**src/sv/arp_pkg.sv**
```systemverilog
// Shared types and constants for the MIDI note arpeggiator.
package arp_pkg;

    localparam int NOTE_W       = 7;
    localparam int DUR_W        = 16;
    localparam int COUNT_IN_W   = 13;
    localparam int OFFSET_W     = 12;
    localparam int DIVIDEND_W   = 17;

    localparam int DEF_NOTE_RANGE = 128;
    localparam int DEF_MAX_BLOCK  = 4096;

    localparam logic [DUR_W-1:0] DUR_RESET = 16'd7200;

    typedef enum logic [1:0] {
        OP_NOTE_ON  = 2'd0,
        OP_NOTE_OFF = 2'd1,
        OP_ADVANCE  = 2'd2
    } op_t;

    localparam logic EV_NOTE_OFF = 1'b0;
    localparam logic EV_NOTE_ON  = 1'b1;

    // Write port of the held-note memory.
    typedef struct packed {
        logic              we;
        logic [NOTE_W-1:0] addr;
        logic              data;
    } mem_wr_t;

    // Request to and response from the shared remainder unit.
    typedef struct packed {
        logic                  start;
        logic [DIVIDEND_W-1:0] dividend;
        logic [DUR_W-1:0]      divisor;
    } rem_req_t;

    typedef struct packed {
        logic             done;
        logic [DUR_W-1:0] remainder;
    } rem_rsp_t;

endpackage

```
**src/sv/arp_held_mem.sv**
```systemverilog
// Held-note bitmap memory with one write port and one registered read port.
module arp_held_mem
    import arp_pkg::*;
#(
    parameter int NOTE_RANGE = DEF_NOTE_RANGE
)
(
    input  logic              clk,
    input  mem_wr_t           wr,
    input  logic [NOTE_W-1:0] rd_addr,
    output logic              rd_data
);

    localparam int IDX_W = (NOTE_RANGE > 1) ? $clog2(NOTE_RANGE) : 1;

    logic mem [NOTE_RANGE];
    logic rd_data_reg;

    always_ff @(posedge clk)
    begin
        if (wr.we)
        begin
            mem[wr.addr[IDX_W-1:0]] <= wr.data;
        end
        rd_data_reg <= mem[rd_addr[IDX_W-1:0]];
    end

    assign rd_data = rd_data_reg;

endmodule

```
**src/sv/arp_rem_unit.sv**
```systemverilog
// Iterative restoring remainder unit, one dividend bit per cycle.
module arp_rem_unit
    import arp_pkg::*;
(
    input  logic     clk,
    input  logic     rst_n,
    input  rem_req_t req,
    output rem_rsp_t rsp
);

    localparam int CNT_W = $clog2(DIVIDEND_W + 1);

    logic                  busy_reg, busy_next;
    logic                  done_reg, done_next;
    logic [CNT_W-1:0]      cnt_reg, cnt_next;
    logic [DIVIDEND_W-1:0] dvd_reg, dvd_next;
    logic [DUR_W-1:0]      div_reg, div_next;
    logic [DUR_W-1:0]      rem_reg, rem_next;
    logic [DUR_W:0]        trial;

    always_comb
    begin
        busy_next = busy_reg;
        done_next = 1'b0;
        cnt_next  = cnt_reg;
        dvd_next  = dvd_reg;
        div_next  = div_reg;
        rem_next  = rem_reg;
        trial     = {rem_reg, dvd_reg[DIVIDEND_W-1]};
        if (req.start)
        begin
            busy_next = 1'b1;
            cnt_next  = CNT_W'(DIVIDEND_W);
            dvd_next  = req.dividend;
            div_next  = req.divisor;
            rem_next  = '0;
        end
        else if (busy_reg)
        begin
            // The partial remainder stays below the divisor, so it fits DUR_W bits.
            if (trial >= {1'b0, div_reg})
            begin
                rem_next = DUR_W'(trial - {1'b0, div_reg});
            end
            else
            begin
                rem_next = DUR_W'(trial);
            end
            dvd_next = {dvd_reg[DIVIDEND_W-2:0], 1'b0};
            cnt_next = cnt_reg - CNT_W'(1);
            if (cnt_reg == CNT_W'(1))
            begin
                busy_next = 1'b0;
                done_next = 1'b1;
            end
        end
    end

    always_ff @(posedge clk or negedge rst_n)
    begin
        if (!rst_n)
        begin
            busy_reg <= 1'b0;
            done_reg <= 1'b0;
            cnt_reg  <= '0;
            dvd_reg  <= '0;
            div_reg  <= '0;
            rem_reg  <= '0;
        end
        else
        begin
            busy_reg <= busy_next;
            done_reg <= done_next;
            cnt_reg  <= cnt_next;
            dvd_reg  <= dvd_next;
            div_reg  <= div_next;
            rem_reg  <= rem_next;
        end
    end

    assign rsp.done      = done_reg;
    assign rsp.remainder = rem_reg;

endmodule

```
**src/sv/midi_note_arpeggiator_unit.sv**
```systemverilog
// Top level of the ascending MIDI note arpeggiator.
//
// The block keeps the set of held MIDI notes as a bitmap in a small memory and
// steps through that set in ascending note order. Note-on and note-off items
// add or remove a note and give no result; each is handled by accepting the
// item, which also issues the memory read, and then by the write-back. An
// advance item adds its sample count, clamped to MAX_BLOCK, to the elapsed
// counter. When the note duration falls inside the block, the sounding note,
// if any, is released and then the next held note, if any, is started, each
// as one result item carrying the sample offset of the event within the
// block; the last flag marks the final event of the advance. The new elapsed
// value is reduced modulo the duration by a shared remainder unit that handles
// one dividend bit per cycle. When a note starts, the same unit reduces the
// step index plus one modulo the held count, and the memory is then scanned
// one entry per cycle until the held note at that position is found. An
// advance may also wait for the output register to be taken. After reset the
// block clears the held-note memory, one entry per cycle, and accepts no item
// until every entry is cleared.
// The duration register may be written at any time the block is idle.
module midi_note_arpeggiator_unit
    import arp_pkg::*;
#(
    parameter int NOTE_RANGE = DEF_NOTE_RANGE,
    parameter int MAX_BLOCK  = DEF_MAX_BLOCK
)
(
    input  logic                  clk,
    input  logic                  rst_n,
    input  logic                  cfg_we,
    input  logic [DUR_W-1:0]      cfg_data,
    input  logic                  in_valid,
    output logic                  in_ready,
    input  logic [1:0]            operation,
    input  logic [NOTE_W-1:0]     note,
    input  logic [COUNT_IN_W-1:0] sample_count,
    output logic                  out_valid,
    input  logic                  out_ready,
    output logic                  event_kind,
    output logic [NOTE_W-1:0]     note_res,
    output logic [OFFSET_W-1:0]   offset,
    output logic                  last
);

    // Wide enough to hold NOTE_RANGE itself.
    localparam int COUNT_W = $clog2(NOTE_RANGE + 1);
    localparam logic [7:0]         NOTE_LIM  = 8'(NOTE_RANGE);
    localparam logic [COUNT_W-1:0] RANGE_CNT = COUNT_W'(NOTE_RANGE);
    localparam logic [DUR_W-1:0]   BLOCK_LIM = DUR_W'(MAX_BLOCK);

    typedef enum logic [3:0] {
        S_CLEAR,
        S_IDLE,
        S_NOTE,
        S_SUM,
        S_DUE,
        S_EWAIT,
        S_OFF,
        S_STEP,
        S_SWAIT,
        S_SCAN,
        S_ON
    } state_t;

    state_t                state_reg, state_next;
    logic [DUR_W-1:0]      dur_reg, dur_next;
    logic [COUNT_W-1:0]    held_count_reg, held_count_next;
    logic [NOTE_W-1:0]     step_reg, step_next;
    logic [NOTE_W-1:0]     snd_note_reg, snd_note_next;
    logic                  snd_valid_reg, snd_valid_next;
    logic [DUR_W-1:0]      elapsed_reg, elapsed_next;
    logic [1:0]            op_reg, op_next;
    logic [NOTE_W-1:0]     note_reg, note_next;
    logic [DUR_W-1:0]      cnt_reg, cnt_next;
    logic [DUR_W-1:0]      deff_reg, deff_next;
    logic [DIVIDEND_W-1:0] sum_reg, sum_next;
    logic [OFFSET_W-1:0]   off_reg, off_next;
    logic                  due_reg, due_next;
    logic                  want_on_reg, want_on_next;
    logic [COUNT_W-1:0]    clr_reg, clr_next;
    logic [COUNT_W-1:0]    scan_reg, scan_next;
    logic [COUNT_W-1:0]    seen_reg, seen_next;
    logic [NOTE_W-1:0]     tag_reg, tag_next;
    logic                  pend_reg, pend_next;
    logic                  out_valid_reg, out_valid_next;
    logic                  out_kind_reg, out_kind_next;
    logic [NOTE_W-1:0]     out_note_reg, out_note_next;
    logic [OFFSET_W-1:0]   out_off_reg, out_off_next;
    logic                  out_last_reg, out_last_next;

    mem_wr_t           mem_wr;
    logic [NOTE_W-1:0] mem_rd_addr;
    logic              mem_rd_data;
    rem_req_t          rem_req;
    rem_rsp_t          rem_rsp;

    logic              accept;
    logic              slot_free;
    logic [DUR_W-1:0]  dur_gap;
    logic [DUR_W-1:0]  off_full;

    arp_held_mem #(
        .NOTE_RANGE (NOTE_RANGE)
    ) u_mem (
        .clk     (clk),
        .wr      (mem_wr),
        .rd_addr (mem_rd_addr),
        .rd_data (mem_rd_data)
    );

    arp_rem_unit u_rem (
        .clk   (clk),
        .rst_n (rst_n),
        .req   (rem_req),
        .rsp   (rem_rsp)
    );

    assign in_ready  = (state_reg == S_IDLE);
    assign accept    = in_valid && in_ready;
    // The output register can take a new item when it is empty or being emptied.
    assign slot_free = !out_valid_reg || out_ready;

    always_comb
    begin
        state_next      = state_reg;
        dur_next        = dur_reg;
        held_count_next = held_count_reg;
        step_next       = step_reg;
        snd_note_next   = snd_note_reg;
        snd_valid_next  = snd_valid_reg;
        elapsed_next    = elapsed_reg;
        op_next         = op_reg;
        note_next       = note_reg;
        cnt_next        = cnt_reg;
        deff_next       = deff_reg;
        sum_next        = sum_reg;
        off_next        = off_reg;
        due_next        = due_reg;
        want_on_next    = want_on_reg;
        clr_next        = clr_reg;
        scan_next       = scan_reg;
        seen_next       = seen_reg;
        tag_next        = tag_reg;
        pend_next       = pend_reg;
        out_valid_next  = out_valid_reg;
        out_kind_next   = out_kind_reg;
        out_note_next   = out_note_reg;
        out_off_next    = out_off_reg;
        out_last_next   = out_last_reg;

        mem_wr.we        = 1'b0;
        mem_wr.addr      = note_reg;
        mem_wr.data      = 1'b0;
        mem_rd_addr      = note;
        rem_req.start    = 1'b0;
        rem_req.dividend = sum_reg;
        rem_req.divisor  = deff_reg;

        dur_gap  = deff_reg - elapsed_reg;
        off_full = '0;

        if (out_valid_reg && out_ready)
        begin
            out_valid_next = 1'b0;
        end

        if (cfg_we)
        begin
            dur_next = cfg_data;
        end

        case (state_reg)
            S_CLEAR:
            begin
                mem_wr.we   = 1'b1;
                mem_wr.addr = NOTE_W'(clr_reg);
                mem_wr.data = 1'b0;
                clr_next    = clr_reg + COUNT_W'(1);
                if (clr_reg == RANGE_CNT - COUNT_W'(1))
                begin
                    state_next = S_IDLE;
                end
            end

            S_IDLE:
            begin
                // The memory read for a note item is issued from the input port.
                mem_rd_addr = note;
                if (accept)
                begin
                    op_next   = operation;
                    note_next = note;
                    if ((operation == OP_NOTE_ON || operation == OP_NOTE_OFF)
                        && ({1'b0, note} < NOTE_LIM))
                    begin
                        state_next = S_NOTE;
                    end
                    else if (operation == OP_ADVANCE)
                    begin
                        if (DUR_W'(sample_count) > BLOCK_LIM)
                        begin
                            cnt_next = BLOCK_LIM;
                        end
                        else
                        begin
                            cnt_next = DUR_W'(sample_count);
                        end
                        deff_next  = (dur_reg == '0) ? DUR_W'(1) : dur_reg;
                        state_next = S_SUM;
                    end
                end
            end

            S_NOTE:
            begin
                // Read-modify-write of the held bit; the next item waits for it.
                if (op_reg == OP_NOTE_ON && !mem_rd_data)
                begin
                    mem_wr.we       = 1'b1;
                    mem_wr.data     = 1'b1;
                    held_count_next = held_count_reg + COUNT_W'(1);
                end
                else if (op_reg == OP_NOTE_OFF && mem_rd_data)
                begin
                    mem_wr.we       = 1'b1;
                    mem_wr.data     = 1'b0;
                    held_count_next = held_count_reg - COUNT_W'(1);
                end
                state_next = S_IDLE;
            end

            S_SUM:
            begin
                sum_next   = DIVIDEND_W'(elapsed_reg) + DIVIDEND_W'(cnt_reg);
                state_next = S_DUE;
            end

            S_DUE:
            begin
                due_next     = (sum_reg >= DIVIDEND_W'(deff_reg));
                want_on_next = (held_count_reg != '0);
                // Offset is the gap to the duration, clamped to the block, floored at 0.
                if (elapsed_reg >= deff_reg || cnt_reg == '0)
                begin
                    off_full = '0;
                end
                else if (dur_gap < cnt_reg)
                begin
                    off_full = dur_gap;
                end
                else
                begin
                    off_full = cnt_reg - DUR_W'(1);
                end
                off_next         = off_full[OFFSET_W-1:0];
                rem_req.start    = 1'b1;
                rem_req.dividend = sum_reg;
                rem_req.divisor  = deff_reg;
                state_next       = S_EWAIT;
            end

            S_EWAIT:
            begin
                if (rem_rsp.done)
                begin
                    elapsed_next = rem_rsp.remainder;
                    if (!due_reg)
                    begin
                        state_next = S_IDLE;
                    end
                    else if (snd_valid_reg)
                    begin
                        state_next = S_OFF;
                    end
                    else if (want_on_reg)
                    begin
                        state_next = S_STEP;
                    end
                    else
                    begin
                        state_next = S_IDLE;
                    end
                end
            end

            S_OFF:
            begin
                if (slot_free)
                begin
                    out_valid_next = 1'b1;
                    out_kind_next  = EV_NOTE_OFF;
                    out_note_next  = snd_note_reg;
                    out_off_next   = off_reg;
                    out_last_next  = !want_on_reg;
                    snd_valid_next = 1'b0;
                    state_next     = want_on_reg ? S_STEP : S_IDLE;
                end
            end

            S_STEP:
            begin
                rem_req.start    = 1'b1;
                rem_req.dividend = DIVIDEND_W'(step_reg) + DIVIDEND_W'(1);
                rem_req.divisor  = DUR_W'(held_count_reg);
                state_next       = S_SWAIT;
            end

            S_SWAIT:
            begin
                if (rem_rsp.done)
                begin
                    step_next  = NOTE_W'(rem_rsp.remainder);
                    scan_next  = '0;
                    seen_next  = '0;
                    pend_next  = 1'b0;
                    state_next = S_SCAN;
                end
            end

            S_SCAN:
            begin
                // One read is issued per cycle; data returns in the next cycle with its tag.
                mem_rd_addr = NOTE_W'(scan_reg);
                if (pend_reg && mem_rd_data && (seen_reg == COUNT_W'(step_reg)))
                begin
                    snd_note_next  = tag_reg;
                    snd_valid_next = 1'b1;
                    state_next     = S_ON;
                end
                else
                begin
                    if (pend_reg && mem_rd_data)
                    begin
                        seen_next = seen_reg + COUNT_W'(1);
                    end
                    if (scan_reg < RANGE_CNT)
                    begin
                        tag_next  = NOTE_W'(scan_reg);
                        pend_next = 1'b1;
                        scan_next = scan_reg + COUNT_W'(1);
                    end
                    else
                    begin
                        pend_next = 1'b0;
                        if (!pend_reg)
                        begin
                            // No held note at that position: fall back to note zero.
                            snd_note_next  = '0;
                            snd_valid_next = 1'b1;
                            state_next     = S_ON;
                        end
                    end
                end
            end

            S_ON:
            begin
                if (slot_free)
                begin
                    out_valid_next = 1'b1;
                    out_kind_next  = EV_NOTE_ON;
                    out_note_next  = snd_note_reg;
                    out_off_next   = off_reg;
                    out_last_next  = 1'b1;
                    state_next     = S_IDLE;
                end
            end

            default:
            begin
                state_next = S_IDLE;
            end
        endcase
    end

    always_ff @(posedge clk or negedge rst_n)
    begin
        if (!rst_n)
        begin
            state_reg      <= S_CLEAR;
            dur_reg        <= DUR_RESET;
            held_count_reg <= '0;
            step_reg       <= '0;
            snd_note_reg   <= '0;
            snd_valid_reg  <= 1'b0;
            elapsed_reg    <= '0;
            op_reg         <= '0;
            note_reg       <= '0;
            cnt_reg        <= '0;
            deff_reg       <= DUR_W'(1);
            sum_reg        <= '0;
            off_reg        <= '0;
            due_reg        <= 1'b0;
            want_on_reg    <= 1'b0;
            clr_reg        <= '0;
            scan_reg       <= '0;
            seen_reg       <= '0;
            tag_reg        <= '0;
            pend_reg       <= 1'b0;
            out_valid_reg  <= 1'b0;
            out_kind_reg   <= 1'b0;
            out_note_reg   <= '0;
            out_off_reg    <= '0;
            out_last_reg   <= 1'b0;
        end
        else
        begin
            state_reg      <= state_next;
            dur_reg        <= dur_next;
            held_count_reg <= held_count_next;
            step_reg       <= step_next;
            snd_note_reg   <= snd_note_next;
            snd_valid_reg  <= snd_valid_next;
            elapsed_reg    <= elapsed_next;
            op_reg         <= op_next;
            note_reg       <= note_next;
            cnt_reg        <= cnt_next;
            deff_reg       <= deff_next;
            sum_reg        <= sum_next;
            off_reg        <= off_next;
            due_reg        <= due_next;
            want_on_reg    <= want_on_next;
            clr_reg        <= clr_next;
            scan_reg       <= scan_next;
            seen_reg       <= seen_next;
            tag_reg        <= tag_next;
            pend_reg       <= pend_next;
            out_valid_reg  <= out_valid_next;
            out_kind_reg   <= out_kind_next;
            out_note_reg   <= out_note_next;
            out_off_reg    <= out_off_next;
            out_last_reg   <= out_last_next;
        end
    end

    assign out_valid  = out_valid_reg;
    assign event_kind = out_kind_reg;
    assign note_res   = out_note_reg;
    assign offset     = out_off_reg;
    assign last       = out_last_reg;

endmodule
```
**config.mk**
```make
export PLATFORM = sky130hd
export DESIGN_NAME = midi_note_arpeggiator_unit
export DESIGN_NICKNAME = d
export VERILOG_FILES = /design/src/sv/arp_pkg.sv /design/src/sv/arp_held_mem.sv /design/src/sv/arp_rem_unit.sv /design/src/sv/midi_note_arpeggiator_unit.sv
export SDC_FILE = /design/constraint.sdc
export NUM_CORES = 1
export LEC_CHECK = 0
export BUFFER_PORTS_ARGS = -buffer_cell sky130_fd_sc_hd__buf_2
export CAP_MARGIN = 20
export CORE_MARGIN = 3
export CORE_UTILIZATION = 36
export DETAILED_ROUTE_END_ITERATION = 7
export MAX_ROUTING_LAYER = met4
export PLACE_DENSITY = 0.51
export SYNTH_ARGS = -nofsm -noshare
export SYNTH_HDL_FRONTEND = slang
export SYNTH_SLANG_ARGS = --single-unit
```
**constraint.sdc**
```tcl
create_clock -name clk -period 7.6 [get_ports clk]
set_clock_uncertainty 0.15 [all_clocks]
set_input_delay 1.52 -clock clk [delete_from_list [all_inputs] [get_ports clk]]
set_output_delay 1.52 -clock clk [all_outputs]
set_load 0.02 [all_outputs]
```
==> results.txt <==
- Outcome: completed
* GR Util All Layers: around a fifth
* Maximum root-to-sink buffer count: 3
- Clock-pin slew was measured on the worst setup and hold paths at 60 ps.
* Flop and latch count out of synthesis: 367
* Clock buffer count from CTS: 44
- Post-Route Setup TNS: 0 ps
* Part of the Yosys area used for sequential elements: around half
- Summing over every cut layer, the via total after detailed routing is 14190.
* Async set or reset register ratio after synthesis: between 60% and 70%
- EDFF count, synth: 128
* Mapped Cells: 1884
- Once the floorplan was initialized, standard cells occupied 36.64% of the core.
* Maximum capacitance violations: 0
- Count of nets left with antenna violations after detail routing: 0
- The worst-case IR drop observed on VDD is 148.0 µV.
* Min Tclk post-route: about 4700 ps
- Total power for the finished layout comes to 4336 µW.
* Area share of the largest cell type after synthesis: 30.04%
* Yosys warning total: 0
* RSZ-0062 raised after global routing: false
* Site row count: 84
- Critical Path End Type: flop
- When the netlist entered floorplanning its net count stood at 2018.
- After synthesis, the mean cell area works out to 10.30 µm².
- In the final layout, the multi-input gates occupy ~9000 µm².
- At the later pin of the worst-skew pair, clock insertion delay measures 580 ps.
- Flip-flop count of the largest register after layout: around 130
- Area added between synthesis and finish: 13.14%
- Number of H-tree levels: 2
* Floorplan Core Area: 52970 µm²
* Detailed-route wire length: 52370 µm
- After detailed routing, the number of remaining DRC violations is 0.
* Fmax: 212.4 MHz
* Synth area leaders: dfrtp_1 30%, edfxtp_1 20%, ha_1 5.6%, mux2_2 5.4%, nand2_1 4.5%
- The initial antenna violation count was 1.
- Cts-stage hold buffer count: 0
- Num Clock Sinks: 367
* Path category of the worst min-delay check: reg2reg
- Top cells by count, synth: 234 x nand2_1, 233 x dfrtp_1, 213 x nor2_1, 128 x edfxtp_1, 116 x o21ai_0
- Critical path class: reg2reg
- The repair_antennas step left the layout with diodes totalling 0.
- Fillcell total: 5137
* IO buf count: 65
* Drt first pass iters: 5
* Pin count of the biggest net entering global routing: 139
- Most heavily used metal layer in global routing: met2
- The first routing iteration left 1136 violations.
- Pleak: 0.009214 µW
- Headroom to the max-slew limit came out at 33.07%.
* Post_cts resized: 0
* Clock Tree Root: clkbuf_16
- Setup violations remaining at the end of the flow were counted as 0.
* Data required time at the worst endpoint: about 7900 ps
- The most common cell in the synthesized netlist is nand2_1.
* Sequential cell area: roughly 9800 µm²
- Routed length per placed instance: 19.66 µm
* Power density normalized to cell area: 197.5 nW/µm²
- Count of placed standard cells in the final layout, fillers left out: 2664
- Met3 Resource Use GR: 3.017%
- Timing analysis after detailed placement gives a worst setup slack of 2962 ps.
- Met2 usage in global routing: 28.64%
- Cell type with the largest total area after synthesis: dfrtp_1
- 66 I/O pins were placed.
- GR Layer Usage met1: a little over a quarter
- Dividing the detail-routed via count by the number of cells gives 5.325.
- After legalization and detailed placement, the total HPWL measured around 36000 µm.
- For the pin with the worst max-slew slack, the measured transition is 1001 ps.
- Number of nets at the end of the flow: 2075
- Nature of the critical path startpoint: flop
* Via count of the first global-routing pass: 13990
* Proportion of layout cells with a drive suffix above 1: between 10% and 20%
- Die H: 238.2 µm
- Horizontal die dimension: between 200 and 250 µm
- In the synthesized netlist the dominant register cell turns out to be dfrtp_1.
* Buffers inserted by post-CTS timing repair: 0
- The final count of hold timing violations is 0.
- Final count of pins violating max slew: 0
- For this run the aggregate overflow at the end of global routing stands at 0.
- The congestion estimate from routability-driven global placement came to 0.8792.
- In the post-route analysis, the smallest setup slack over all paths is 2892 ps.
- TritonCTS built the clock tree.
* DP Cell Count: 2583
- At the worst endpoint, the arrival time is 5030 ps.
- The die covers 56730 µm².
- Final period util: 61.95%
* Count of unique library cells instantiated by Yosys: between 70 and 80
* Cell Area, Synth: 19410 µm²
- First-pass GRT wire length: 82130 µm
- Top fanout value on the critical path: 13
## power breakdown
part / internal [µW] / switching (µW)
registers: 2050 / 13.5
logic: 45.1 / 85.5
clock network: 1270 / 872
total: 3370 / 971
## placed cells by master (no fill, tap or decap), types with 64 or more instances in the layout
cell      instances
mux2i_1          69
dfrtp_1         233
ha_1             87
nor2_1          212
inv_1            85
mux2_2           93
a21oi_1         103
o21ai_0         116
nand2_1         234
edfxtp_1        128
buf_2            64
## cell type report
class | instances | area share, %
Sequential cell | 367 | 44.75
Multi-Input combinational cell | 1357 | 40.81
Clock buffer | 66 | 5.989
Tap cell | 688 | 3.920
Timing Repair Buffer | 85 | 2.268
Inverter | 86 | 1.470
Clock inverter | 15 | 0.7921
## cells by family after synthesis
logic type / share of synthesized area, %
buffers and inverters: 3.372
xor gates and xnor gates: 3.836
muxes: 9.026
AOI/OAI and AO/OA: 12.49
adders and majority gates: 6.022
and+or+nand+nor: 14.63
DFF: 50.63
## per-stage QoR
stage               area (µm²)  hold slack, ps  util, %
finish                   21960           315.9    41.45
global route             21960           353.2    41.45
CTS                      21960           319.5    41.45
detailed placement       20470           309.0    38.64
global placement         20470           307.2    38.64
floorplan                19410           292.0        -
## final timing paths
check / slack [ps] / cells after the start / end / start
hold / removal: 320 / 1 / clr_reg[7]$_DFFE_PN0P_ / clr_reg[7]$_DFFE_PN0P_
max in group asynchronous: 5120 / 2 / sum_reg[0]$_DFFE_PN0P_ / rst_n
setup / recovery: 2890 / 19 / off_reg[1]$_DFFE_PN0P_ / deff_reg[0]$_DFFE_PN1P_
setup reg to reg: 2890 / 19 / off_reg[1]$_DFFE_PN0P_ / deff_reg[0]$_DFFE_PN1P_
hold reg to reg: 320 / 1 / clr_reg[7]$_DFFE_PN0P_ / clr_reg[7]$_DFFE_PN0P_
min in group asynchronous: 850 / 1 / dur_reg[15]$_DFFE_PN0P_ / rst_n
## layer usage
layer  vias to the layer above  share of wire, %
li1                       6824                 -
met1                      7015                49
met2                       293                44
met3                        54               5.0
met4                         0               1.8
met5                         -                 0
## worst max-delay path: stages (launching register included)
cell and delay [ps]:
dfstp_2 380, inv_1 70, ha_1 190, inv_1 70
fa_1 430, a211oi_1 350, o21ai_0 170, a31o_2 290
a21o_1 180, a21oi_1 160, xnor2_1 180, ha_1 270
nand2_1 80, o21ai_0 100, a21oi_1 150, nand2_1 80
a2111oi_2 320, o211ai_2 460, and2_1 330, o31ai_1 200
(Power assumes the default switching activity.)
